[config.mk]
export PLATFORM = sky130hd
export DESIGN_NAME = pump_stage_sequencer
export DESIGN_NICKNAME = d
export VERILOG_FILES = /design/src/rtl/core/pss_pkg.sv /design/src/rtl/core/pss_apb_regs.sv /design/src/rtl/core/pss_step.sv /design/src/rtl/core/pump_stage_sequencer.sv
export SDC_FILE = /design/constraint.sdc
export NUM_CORES = 1
export LEC_CHECK = 0
export BUFFER_PORTS_ARGS = -buffer_cell sky130_fd_sc_hd__clkbuf_2
export CORE_UTILIZATION = 55
export CTS_CLUSTER_DIAMETER = 120
export CTS_CLUSTER_SIZE = 12
export DETAILED_ROUTE_END_ITERATION = 10
export PLACE_DENSITY = 0.76
export SYNTH_ARGS = -nofsm -noshare
export SYNTH_HDL_FRONTEND = slang
export SYNTH_SLANG_ARGS = --single-unit
export TNS_END_PERCENT = 20
[constraint.sdc]
create_clock -name clk_i -period 6.63 [get_ports clk_i]
set_clock_uncertainty 0.2 [all_clocks]
set_input_delay 0.663 -clock clk_i [delete_from_list [all_inputs] [get_ports clk_i]]
set_output_delay 0.663 -clock clk_i [all_outputs]
set_load 0.005 [all_outputs]
[src/rtl/core/pss_pkg.sv]
// ----------------------------------------------------------------------------
// pss_pkg
// shared types, register map and stage lookup for the pump stage sequencer
// ----------------------------------------------------------------------------
`default_nettype none

package pss_pkg;

  localparam int unsigned AddrW   = 5;
  localparam int unsigned ApbW    = 32;
  localparam int unsigned InDataW = 48;
  localparam int unsigned OutDataW = 48;

  // register indexes, byte address is 4 * index
  localparam logic [2:0] REG_PROFILE_AUTO   = 3'd0;
  localparam logic [2:0] REG_MAX_SHOT_TIME  = 3'd1;
  localparam logic [2:0] REG_TARGET_VOLUME  = 3'd2;
  localparam logic [2:0] REG_PREINFUSE_TIME = 3'd3;
  localparam logic [2:0] REG_PREINFUSE_DUTY = 3'd4;
  localparam logic [2:0] REG_HOLD_TIME      = 3'd5;
  localparam logic [2:0] REG_EXTRACT_DUTY   = 3'd6;

  localparam logic [7:0] ExtractDutyReset = 8'd255;

  typedef enum logic [1:0] {
    CMD_TICK  = 2'd0,
    CMD_START = 2'd1,
    CMD_STOP  = 2'd2
  } cmd_e;

  typedef enum logic [1:0] {
    STG_PREINF  = 2'd0,
    STG_HOLD    = 2'd1,
    STG_EXTRACT = 2'd2,
    STG_NONE    = 2'd3
  } stage_kind_e;

  typedef struct packed {
    logic        profile_auto;
    logic [17:0] max_shot_time;
    logic [15:0] target_volume;
    logic [15:0] preinfuse_time;
    logic [7:0]  preinfuse_duty;
    logic [15:0] hold_time;
    logic [7:0]  extract_duty;
  } cfg_t;

  localparam cfg_t CfgReset = '{
    profile_auto:   1'b0,
    max_shot_time:  18'd0,
    target_volume:  16'd0,
    preinfuse_time: 16'd0,
    preinfuse_duty: 8'd0,
    hold_time:      16'd0,
    extract_duty:   ExtractDutyReset
  };

  typedef struct packed {
    logic        running;
    logic [1:0]  stage_now;
    logic [31:0] shot_t0;
    logic [31:0] stage_t0;
  } seq_state_t;

  typedef struct packed {
    logic        done_res;
    logic [31:0] run_ms;
    logic        pump_mode;
    logic [1:0]  stage_index;
    logic [7:0]  duty_cmd;
    logic        pump_on;
  } result_t;

  // which stage of the built profile sits at a given index
  function automatic stage_kind_e stage_kind(input logic [1:0] idx,
                                             input logic has_pi,
                                             input logic has_hold);
    stage_kind_e k;
    k = STG_NONE;
    case (idx)
      2'd0: k = has_pi ? STG_PREINF : (has_hold ? STG_HOLD : STG_EXTRACT);
      2'd1: begin
        if (has_pi) begin
          k = has_hold ? STG_HOLD : STG_EXTRACT;
        end else begin
          k = has_hold ? STG_EXTRACT : STG_NONE;
        end
      end
      2'd2: k = (has_pi && has_hold) ? STG_EXTRACT : STG_NONE;
      default: k = STG_NONE;
    endcase
    return k;
  endfunction

endpackage

`default_nettype wire

[src/rtl/core/pss_apb_regs.sv]
// ----------------------------------------------------------------------------
// pss_apb_regs
// apb configuration register file for the pump stage sequencer
// ----------------------------------------------------------------------------
`default_nettype none

module pss_apb_regs (
  input  wire logic                        clk_i,
  input  wire logic                        rst_ni,
  input  wire logic                        psel,
  input  wire logic                        penable,
  input  wire logic                        pwrite,
  input  wire logic [pss_pkg::AddrW-1:0]   paddr,
  input  wire logic [pss_pkg::ApbW-1:0]    pwdata,
  output logic      [pss_pkg::ApbW-1:0]    prdata,
  output logic                             pready,
  output pss_pkg::cfg_t                    cfg_o
);
  import pss_pkg::*;

  cfg_t       cfg_q, cfg_d;
  logic       wr_en;
  logic [2:0] reg_idx;

  assign pready  = 1'b1;
  assign wr_en   = psel && penable && pwrite;
  assign reg_idx = paddr[4:2];
  assign cfg_o   = cfg_q;

  always_comb begin
    cfg_d = cfg_q;
    if (wr_en) begin
      unique case (reg_idx)
        REG_PROFILE_AUTO:   cfg_d.profile_auto   = pwdata[0];
        REG_MAX_SHOT_TIME:  cfg_d.max_shot_time  = pwdata[17:0];
        REG_TARGET_VOLUME:  cfg_d.target_volume  = pwdata[15:0];
        REG_PREINFUSE_TIME: cfg_d.preinfuse_time = pwdata[15:0];
        REG_PREINFUSE_DUTY: cfg_d.preinfuse_duty = pwdata[7:0];
        REG_HOLD_TIME:      cfg_d.hold_time      = pwdata[15:0];
        REG_EXTRACT_DUTY:   cfg_d.extract_duty   = pwdata[7:0];
        default:            cfg_d = cfg_q;
      endcase
    end
  end

  always_ff @(posedge clk_i or negedge rst_ni) begin
    if (!rst_ni) begin
      cfg_q <= CfgReset;
    end else begin
      cfg_q <= cfg_d;
    end
  end

  always_comb begin
    unique case (reg_idx)
      REG_PROFILE_AUTO:   prdata = {31'd0, cfg_q.profile_auto};
      REG_MAX_SHOT_TIME:  prdata = {14'd0, cfg_q.max_shot_time};
      REG_TARGET_VOLUME:  prdata = {16'd0, cfg_q.target_volume};
      REG_PREINFUSE_TIME: prdata = {16'd0, cfg_q.preinfuse_time};
      REG_PREINFUSE_DUTY: prdata = {24'd0, cfg_q.preinfuse_duty};
      REG_HOLD_TIME:      prdata = {16'd0, cfg_q.hold_time};
      REG_EXTRACT_DUTY:   prdata = {24'd0, cfg_q.extract_duty};
      default:            prdata = '0;
    endcase
  end

endmodule

`default_nettype wire

[src/rtl/core/pss_step.sv]
// ----------------------------------------------------------------------------
// pss_step
// per-word sequencing logic: caps, stage advance and pump command
// ----------------------------------------------------------------------------
`default_nettype none

module pss_step (
  input  wire pss_pkg::cfg_t        cfg_i,
  input  wire pss_pkg::seq_state_t  state_i,
  input  wire logic [1:0]           cmd_i,
  input  wire logic [31:0]          now_i,
  input  wire logic [15:0]          vol_i,
  output pss_pkg::seq_state_t       state_o,
  output logic                      res_valid_o,
  output pss_pkg::result_t          res_o
);
  import pss_pkg::*;

  logic        has_pi, has_hold;
  logic [31:0] elapsed, stage_el, stage_len;
  logic        time_trip, vol_trip, timed, adv;
  logic [1:0]  stage_nx;
  stage_kind_e kind_cur, kind_nx;
  result_t     stopped;

  assign has_pi   = cfg_i.profile_auto && (cfg_i.preinfuse_time != 16'd0);
  assign has_hold = cfg_i.profile_auto && (cfg_i.hold_time != 16'd0);

  assign elapsed   = now_i - state_i.shot_t0;
  assign stage_el  = now_i - state_i.stage_t0;
  assign time_trip = (cfg_i.max_shot_time != 18'd0) &&
                     (elapsed >= {14'd0, cfg_i.max_shot_time});
  assign vol_trip  = (cfg_i.target_volume != 16'd0) && (vol_i >= cfg_i.target_volume);

  assign kind_cur  = stage_kind(state_i.stage_now, has_pi, has_hold);
  assign timed     = (kind_cur == STG_PREINF) || (kind_cur == STG_HOLD);
  assign stage_len = (kind_cur == STG_PREINF) ? {16'd0, cfg_i.preinfuse_time}
                                              : {16'd0, cfg_i.hold_time};
  // a timed stage is never zero long, so one advance per tick at most
  assign adv       = timed && (stage_el >= stage_len);
  assign stage_nx  = adv ? state_i.stage_now + 2'd1 : state_i.stage_now;
  assign kind_nx   = adv ? stage_kind(stage_nx, has_pi, has_hold) : kind_cur;

  always_comb begin
    stopped              = '0;
    stopped.stage_index  = state_i.stage_now;
    stopped.done_res     = 1'b1;

    state_o     = state_i;
    res_valid_o = 1'b0;
    res_o       = stopped;

    unique case (cmd_e'(cmd_i))
      CMD_START: begin
        state_o.running   = 1'b1;
        state_o.stage_now = 2'd0;
        state_o.shot_t0   = now_i;
        state_o.stage_t0  = now_i;
      end
      CMD_STOP: begin
        state_o.running = 1'b0;
      end
      CMD_TICK: begin
        res_valid_o = 1'b1;
        if (state_i.running) begin
          if (time_trip || vol_trip) begin
            state_o.running = 1'b0;
          end else begin
            if (adv) begin
              state_o.stage_now = stage_nx;
              state_o.stage_t0  = now_i;
            end
            if (kind_nx == STG_NONE) begin
              state_o.running   = 1'b0;
              res_o.stage_index = stage_nx;
            end else begin
              res_o.done_res     = 1'b0;
              res_o.stage_index  = stage_nx;
              res_o.run_ms       = elapsed;
              res_o.pump_mode    = (kind_nx != STG_HOLD);
              case (kind_nx)
                STG_PREINF:  res_o.duty_cmd = cfg_i.preinfuse_duty;
                STG_EXTRACT: res_o.duty_cmd = cfg_i.extract_duty;
                default:     res_o.duty_cmd = 8'd0;
              endcase
              res_o.pump_on = (res_o.duty_cmd != 8'd0);
            end
          end
        end
      end
      default: begin
        state_o = state_i;
      end
    endcase
  end

endmodule

`default_nettype wire

[src/rtl/core/pump_stage_sequencer.sv]
// ----------------------------------------------------------------------------
// pump_stage_sequencer
// steps a pump through pre-infusion, hold and extraction stages of a shot
// ----------------------------------------------------------------------------
// usage
//   s_axis carries command words: tuser holds the command (tick, start,
//   stop), tdata the millisecond clock and the measured volume
//   m_axis returns one status word for every tick; start and stop words
//   update the shot state and return nothing
//   the apb port holds the profile registers; write them while no word is
//   in flight
// timing
//   a word sits one cycle in the input register and its status word is
//   registered at the next edge: two cycles from acceptance to the
//   earliest m_axis transfer
//   one word per cycle sustained, set by the single input and result
//   register pair around the compare logic
// reset
//   rst_ni clears the shot state, the valid flags of both word registers
//   and the profile registers, extract duty comes up at full
// stalls
//   with m_axis_tready low the status word holds and one more word waits
//   in the input register; s_axis_tready drops only when both are full
// ----------------------------------------------------------------------------
`default_nettype none

module pump_stage_sequencer (
  input  wire logic                            clk_i,
  input  wire logic                            rst_ni,
  // command word
  input  wire logic                            s_axis_tvalid,
  output logic                                 s_axis_tready,
  // [31:0] now_ms, [47:32] volume
  input  wire logic [pss_pkg::InDataW-1:0]     s_axis_tdata,
  // [1:0] command
  input  wire logic [1:0]                      s_axis_tuser,
  // status word
  output logic                                 m_axis_tvalid,
  input  wire logic                            m_axis_tready,
  // [0] pump_on, [8:1] duty_cmd, [10:9] stage_index, [11] pump_mode,
  // [43:12] run_ms, [44] done_res, [47:45] zero
  output logic      [pss_pkg::OutDataW-1:0]    m_axis_tdata,
  // configuration
  input  wire logic                            psel,
  input  wire logic                            penable,
  input  wire logic                            pwrite,
  input  wire logic [pss_pkg::AddrW-1:0]       paddr,
  input  wire logic [pss_pkg::ApbW-1:0]        pwdata,
  output logic      [pss_pkg::ApbW-1:0]        prdata,
  output logic                                 pready
);
  import pss_pkg::*;

  cfg_t        cfg;
  seq_state_t  state_q, state_d;
  result_t     res, out_q;
  logic        res_valid;

  logic        in_valid_q, in_valid_d;
  logic [1:0]  in_cmd_q;
  logic [31:0] in_now_q;
  logic [15:0] in_vol_q;
  logic        out_valid_q, out_valid_d;
  logic        out_free, fire, in_take;

  pss_apb_regs u_regs (
    .clk_i   (clk_i),
    .rst_ni  (rst_ni),
    .psel    (psel),
    .penable (penable),
    .pwrite  (pwrite),
    .paddr   (paddr),
    .pwdata  (pwdata),
    .prdata  (prdata),
    .pready  (pready),
    .cfg_o   (cfg)
  );

  pss_step u_step (
    .cfg_i       (cfg),
    .state_i     (state_q),
    .cmd_i       (in_cmd_q),
    .now_i       (in_now_q),
    .vol_i       (in_vol_q),
    .state_o     (state_d),
    .res_valid_o (res_valid),
    .res_o       (res)
  );

  assign out_free      = !out_valid_q || m_axis_tready;
  assign fire          = in_valid_q && out_free;
  assign s_axis_tready = !in_valid_q || out_free;
  assign in_take       = s_axis_tvalid && s_axis_tready;

  always_comb begin
    in_valid_d = in_valid_q;
    if (in_take) begin
      in_valid_d = 1'b1;
    end else if (fire) begin
      in_valid_d = 1'b0;
    end
  end

  always_comb begin
    out_valid_d = out_valid_q;
    if (fire) begin
      out_valid_d = res_valid;
    end else if (m_axis_tready) begin
      out_valid_d = 1'b0;
    end
  end

  always_ff @(posedge clk_i or negedge rst_ni) begin
    if (!rst_ni) begin
      in_valid_q  <= 1'b0;
      out_valid_q <= 1'b0;
      state_q     <= '0;
    end else begin
      in_valid_q  <= in_valid_d;
      out_valid_q <= out_valid_d;
      if (fire) begin
        state_q <= state_d;
      end
    end
  end

  always_ff @(posedge clk_i) begin
    if (in_take) begin
      in_cmd_q <= s_axis_tuser;
      in_now_q <= s_axis_tdata[31:0];
      in_vol_q <= s_axis_tdata[47:32];
    end
    if (fire && res_valid) begin
      out_q <= res;
    end
  end

  assign m_axis_tvalid = out_valid_q;
  assign m_axis_tdata  = {3'd0, out_q};

`ifndef SYNTHESIS
  a_done_pump_off: assert property (@(posedge clk_i) disable iff (!rst_ni)
    out_valid_q && out_q.done_res |->
      !out_q.pump_on && (out_q.duty_cmd == 8'd0) && (out_q.run_ms == 32'd0))
    else $error("finished shot reports a running pump");

  a_live_stage_valid: assert property (@(posedge clk_i) disable iff (!rst_ni)
    out_valid_q && !out_q.done_res |-> (out_q.stage_index != 2'd3))
    else $error("running shot reports an impossible stage");

  a_stop_needs_word: assert property (@(posedge clk_i) disable iff (!rst_ni)
    $fell(state_q.running) |-> $past(fire))
    else $error("shot stopped without a command word");
`endif

endmodule

`default_nettype wire

* Yosys cells after proc, flatten, opt, wreduce, memory -nomap -nowiden *
Cells that the tools add are included.

cells by class
  add/subtract/negate cells = 3
  $mul = 0
  divide/modulo/power cells = 0
  $lt $le $gt $ge = 3
  equality and inequality tests = 19
  shifts and indexed selects = 0
  multiplexer cells = 37
  bitwise logic cells = 2
  reduce and logical (&&, ||, !) cells = 44

operators by type and width
  cell                                                              number
  18-bit case mux with 7 select lines                               1
  32-bit two-way mux                                                3
  32-bit case mux with 2 select lines                               1
  32-bit subtractor                                                 2
  16-bit nonzero test                                               3
  34-bit two-way mux                                                1
  11-bit two-way mux                                                3
  32-bit by 18-bit >= comparator with 1-bit output                  1
  32-bit >= comparator                                              1
  8-bit two-way mux                                                 4
  2-bit AND reduction                                               9
  18-bit nonzero test                                               1
  16-bit >= comparator                                              1
  16-bit two-way mux                                                1
  8-bit case mux with 2 select lines                                1
  2-bit two-way mux                                                 7
  2-bit case mux with 3 select lines                                2
  1-bit logical AND                                                 11
  2-bit == test (second input constant)                             5
  2-bit zero test                                                   5
  3-bit == test (second input constant)                             3
  1-bit two-way mux                                                 9
  9-bit two-way mux                                                 1
  2-bit by 1-bit == test with 1-bit output (second input constant)  4
  other kinds (18)                                                  28

storage, ports and cells
  register bits = 247
  latch bits = 0
  memory bits (writable) = 0
  ROM bits = 0
  output and inout port bits = 83
  logic and storage cells = 130
  memories kept = 0

* Longest topological paths before layout *
  word-level depth = 24
  gate-level depth with buffers = 26
  gate-level depth less buffers = 25

* Modules after synthesis *
A second synthesis with hierarchy kept.

second synthesis, totals
  cells, all modules = 1591
  area total of the unflattened synthesis = 16734.8 um^2

by module, submodules not included
  module                times used  cells an instance  area each (um^2)  sequential area each (um^2)
  pss_step              1           1047               7173.1            0.0
  pump_stage_sequencer  1           251                5587.9            4579.4
  pss_apb_regs          1           293                3973.8            2087.0

* Worst setup path before layout *
OpenSTA, ideal clock, no wires.

  path kind = flip-flop to flip-flop
  start = reg u_regs.cfg_q (netlist bit u_regs.cfg_o[10])
  end = reg state_q[10] (netlist name)
  arrival time = 5.130 ns
  data required time = 6.305 ns
  path slack = 1.174 ns
  cell stages (with the launch flop) = 23
  buffers on the path = 3
  cells stage by stage = dfrtp_1 > nor4_1 > a41oi_1 > inv_1 > ha_1 > inv_1 > a221o_1 > or2_2 > clkbuf_1 > clkbuf_1 > mux2i_1 > ha_1 > a21o_1 > a2111oi_0 > o211ai_1 > nor4_1 > nand4_1 > nor4_1 > nand4_1 > nor2b_4 > a41oi_4 > buf_6 > mux2_4

on the way
  longest elaborated chain between the ends = 11
  elaborated cells between the ends (all ways) = 17
  those cells by class = order compare: 1; eq/ne: 2; mux: 7; reduce/logical: 7

RTL lines
  what                                                                 line                            text
  start: declaration                                                   pss_apb_regs.sv:21              cfg_t cfg_q, cfg_d;
  start signal: assignment                                             pss_apb_regs.sv:48              cfg_q <= CfgReset;
  start signal: assignment                                             pss_apb_regs.sv:50              cfg_q <= cfg_d;
  16-bit nonzero test                                                  pss_step.sv:27                  assign has_hold = cfg_i.profile_auto && (cfg_i.hold_time != 16'd0);
  1-bit logical AND                                                    pss_step.sv:27
  1-bit two-way mux (tied with other cells)                            pss_pkg.sv:86                   k = has_hold ? STG_EXTRACT : STG_NONE;
  2-bit two-way mux (tied with other cells)                            pss_pkg.sv:83                   if (has_pi) begin
  2-bit case mux with 3 select lines                                   pss_pkg.sv:80                   case (idx)
  2-bit zero test                                                      pss_step.sv:36, pss_step.sv:37
  16-bit two-way mux                                                   pss_step.sv:37                  assign stage_len = (kind_cur == STG_PREINF) ? {16'd0, cfg_i.preinfuse_time}
  32-bit >= comparator                                                 pss_step.sv:40                  assign adv = timed && (stage_el >= stage_len);
  1-bit logical AND *                                                  pss_step.sv:40
  2-bit by 1-bit inequality test with 1-bit output (no source line) *  --
  5-bit AND reduction (no source line) *                               --
  end signal: assignment                                               pump_stage_sequencer.sv:122     state_q <= state_d;
  end: declaration                                                     pump_stage_sequencer.sv:55      seq_state_t state_q, state_d;

Mark *: on every way between the ends. The rest lies on a longest branch, timed or not.
A chain may end at the register's enable or synchronous reset.

* Worst setup path after layout *
  start = reg u_regs.cfg_q (netlist bit u_regs.cfg_o[45])
  end = reg state_q[1] (netlist name)

on the way
  longest elaborated chain between the ends = 11
  elaborated cells between the ends (all ways) = 15
  those cells by class = order compare: 1; eq/ne: 2; mux: 5; reduce/logical: 7

RTL lines
  what                                                                 line                            text
  16-bit nonzero test                                                  pss_step.sv:26                  assign has_pi = cfg_i.profile_auto && (cfg_i.preinfuse_time != 16'd0);
  1-bit logical AND                                                    pss_step.sv:26
  1-bit logical AND                                                    pss_pkg.sv:89                   2'd2: k = (has_pi && has_hold) ? STG_EXTRACT : STG_NONE;
  1-bit two-way mux                                                    pss_pkg.sv:89
  2-bit case mux with 3 select lines                                   pss_pkg.sv:80
  2-bit zero test                                                      pss_step.sv:36, pss_step.sv:37
  16-bit two-way mux                                                   pss_step.sv:37
  32-bit >= comparator                                                 pss_step.sv:40
  1-bit logical AND *                                                  pss_step.sv:40
  2-bit by 1-bit inequality test with 1-bit output (no source line) *  --
  5-bit AND reduction (no source line) *                               --

Marked as above.

==> impl_metrics.tcl <==
set metrics [dict create \
    drc 0 \
    vias 12000 \
    first_pass_iters 5 \
    min_period_over_period 0.958 \
    gp_congestion 0.968 \
    core_area_sq_mm 0.0272 \
    cts_tree "yes" \
    dieArea_sq_mm 0.0286 \
    fin_nets 1868 \
    period_needed_ns 6.35 \
    synth-edff-count 95 \
    leakage_nw 7.75 \
    cp-start-kind "flip-flop" \
    worst_pin_slew_ns 0.941 \
    rows 60 \
    grt_pass1_wl_um 62700 \
    power.density_mw_per_mm2 344 \
    areaGrowthSynthToFinish_pct 11.5 \
    peakVddDrop_mv 0.257 \
    yosysSeqAreaShare 0.434 \
    synth_flop_cell "dfrtp_1" \
    critPathKind "flip-flop to flip-flop" \
    grt_pass1_vias 11600 \
    setup_viol 0 \
    run_status "complete, no violations" \
    syn_inst 1525 \
    wl_per_cell_um 19.5 \
    arrival_ns 6.57 \
    end_kind "flip-flop" \
    viasPerCell 5.87 \
    hold_buffers 0 \
    r2r_cells 22 \
    synthArstFlopShare 0.615 \
    die_w_um 169 \
    drt_iter0_drc 1050 \
    antenna_found_initial 0 \
    p_seq_frac 0.348 \
    final_max_slew_viol_count 0 \
    switching_share 0.387 \
    worstPathRequired_ns 6.86 \
    internal-power_mw 3.61 \
    syn_area_per_cell_sq_um 10.1 \
    ys_warn_count 0 \
    hold_viol 0 \
    drt_wl_total_um 39800 \
    clk_path_buf_depth 3 \
    io_pins 177 \
    final_cells 2045 \
    cp_slowest_cell "or2_2" \
    die_h_um 169 \
    rsz0062_at_grt "no" \
    diodes 0 \
    synthesis.area_sq_mm 0.0153 \
    p_comb_frac 0.435 \
    crit_chain "nor4_1 > buf_4 > nand4_1 > nand2_1 > ha_1 > inv_1 > a221o_1 > or2_2 > mux2_2 > ha_1 > nand2b_1 > a21o_1 > a211oi_1 > o211ai_1 > nor4_1 > nand4_1 > nor4_1 > nand4_1 > nor2b_4 > a41oi_4 > buf_12 > mux2_2" \
    dp.cells 1999 \
    cts_root_buffer "clkbuf_16" \
    htree_levels 1 \
    slew_headroom 0.372 \
    ys_seq_elements 247 \
    initial_core_util 0.565 \
    cpPeakStageDelay_ns 0.45 \
    fmax_mhz 158 \
    portBuffers 142 \
    fill_cells 2316 \
    cts.sinks 247 \
    antenna_left 0 \
    drive_gt1_frac 0.191 \
    grt_max_degree 87 \
    grt_overflow 0 \
    path_max_fanout 34 \
    hpwl_um 29900 \
    grt_usage 0.282 \
    cts_made_buffers 24 \
    path_clk_slew_ns 0.07 \
    clkPwrFrac 0.216 \
    synth_cell_types 74 \
    switching_power_mw 2.28 \
    clk_latency_ns 0.55 \
    hold_class "input pin to async pin" \
    tns_ns 0 \
    cap_violations 0 \
]
==> cell usage after synthesis (all sizes together) (13+ instances only) <==
cell      n  share of area
mux2i    37          0.024
edfxtp   95           0.19
dfrtp   144           0.23
nor2     97          0.024
inv     130          0.032
nor4     31          0.013
nor2b    19         0.0082
nor3     23         0.0075
xor2     20          0.011
xnor2    31          0.018
clkbuf   48          0.012
a211oi   13         0.0064
nand4    21         0.0086
buf      25          0.012
a21o     30          0.015
o21ai   123          0.040
ha      117          0.095
nand3    23         0.0075
mux2    105          0.084
o211ai   13         0.0064
nand2   144          0.035
a21oi    78          0.025
==> worst max-delay path, delay by kind of cell (launching register included) <==
kind	cells	cell delay [ns]
AOI/OAI and AO/OA	5	1.25
adders and majority gates	2	0.41
buffers and inverters	3	0.49
and+or+nand+nor	10	2.65
muxes	2	0.70
DFF	1	0.42
==> power groups by stage <==
stage	Combinational [mW]	Clock, mW	Sequential, mW
2_1_floorplan	1.90	0	1.99
3_3_place_gp	2.44	0	2.06
3_5_place_dp	2.52	0	2.07
4_1_cts	2.54	1.30	2.05
5_1_grt	2.86	1.35	2.08
6_report	2.56	1.27	2.05
==> per-stage QoR <==
| step | power [mW] | hold WS, ns | cell area (sq um) | worst slack (ns) | utilization |
|---|---|---|---|---|---|
| finish | 5.89 | 0.00287 | 17100 | 0.282 | 0.629 |
| global route | 6.28 | 0.0629 | 17100 | 0.0437 | 0.629 |
| CTS | 5.88 | 0.0184 | 17100 | 0.288 | 0.628 |
| detailed placement | 4.59 | 0.293 | 16400 | 0.340 | 0.603 |
| global placement | 4.51 | 0.276 | 16400 | 0.451 | 0.603 |
| floorplan | 3.89 | 0.167 | 15400 | 1.17 | - |
==> path summary, 6_finish.rpt <==
check                                  from               end  slack [ns]
min in group clk_i          s_axis_tdata[8]       in_now_q[8]        0.09
max in group asynchronous            rst_ni  u_regs.cfg_o[25]        4.79
setup / recovery           u_regs.cfg_o[45]        state_q[1]        0.28
hold reg to reg                 state_q[32]       state_q[32]        0.30
hold / removal                       rst_ni       state_q[15]       0.003
setup reg to reg           u_regs.cfg_o[45]        state_q[1]        0.28
==> logic make-up after synthesis <==
family,Yosys count,share of synthesized area
mux,143,0.110
other cells,2,0.000489
compound gates,350,0.146
fa+ha+maj,119,0.0980
flops,247,0.434
buf+inv,204,0.0559
xor+xnor,51,0.0291
simple gates,409,0.127
==> routing by layer <==
layer  track usage  wire length, um
met2         0.453            18200
met3        0.0482             2580
met5             0                0
met4         0.108             1530
met1         0.382            17500
==> layout make-up <==
class / count / area [sq um] / share of cell area
clock buffers: 42 / 668 / 0.0391
clock inverters: 2 / 22.5 / 0.00132
inverters: 131 / 492 / 0.0287
multi-input cells: 1090 / 7910 / 0.462
flip-flops and latches: 247 / 6670 / 0.390
well taps: 372 / 465 / 0.0272
repair buffers: 161 / 885 / 0.0517
==> registers in the layout, summed over array words and instances (netlist names) <==
name / cells
in_cmd_q: 2
in_now_q: 32
in_valid_q: 1
in_vol_q: 16
m_axis_tdata: 45
m_axis_tvalid: 1
state_q: 67
u_regs.cfg_o: 83
==> cells in the final DEF, fill, tap and decap left out, types with 17 or more instances in the layout <==
cell type	n
nand2_1	144
dfrtp_1	144
clkbuf_2	141
inv_1	130
o21ai_0	120
ha_1	117
nor2_1	97
edfxtp_1	95
a21oi_1	78
mux2_2	76
mux2i_1	37
xnor2_1	31
a21o_1	30
nor4_1	29
mux2_4	29
clkbuf_16	24
nand3_1	23
nor3_1	22
nand4_1	21
xor2_1	20
nor2b_1	18
conb_1	18
clkbuf_1	18
buf_4	17
==> repair_timing <==
action                     4_1_cts  5_1_grt
setup endpoints to repair        0       26
setup buffers                    0        2
gates resized for setup          0        1
No activity file was read; power rests on OpenSTA's default activity.
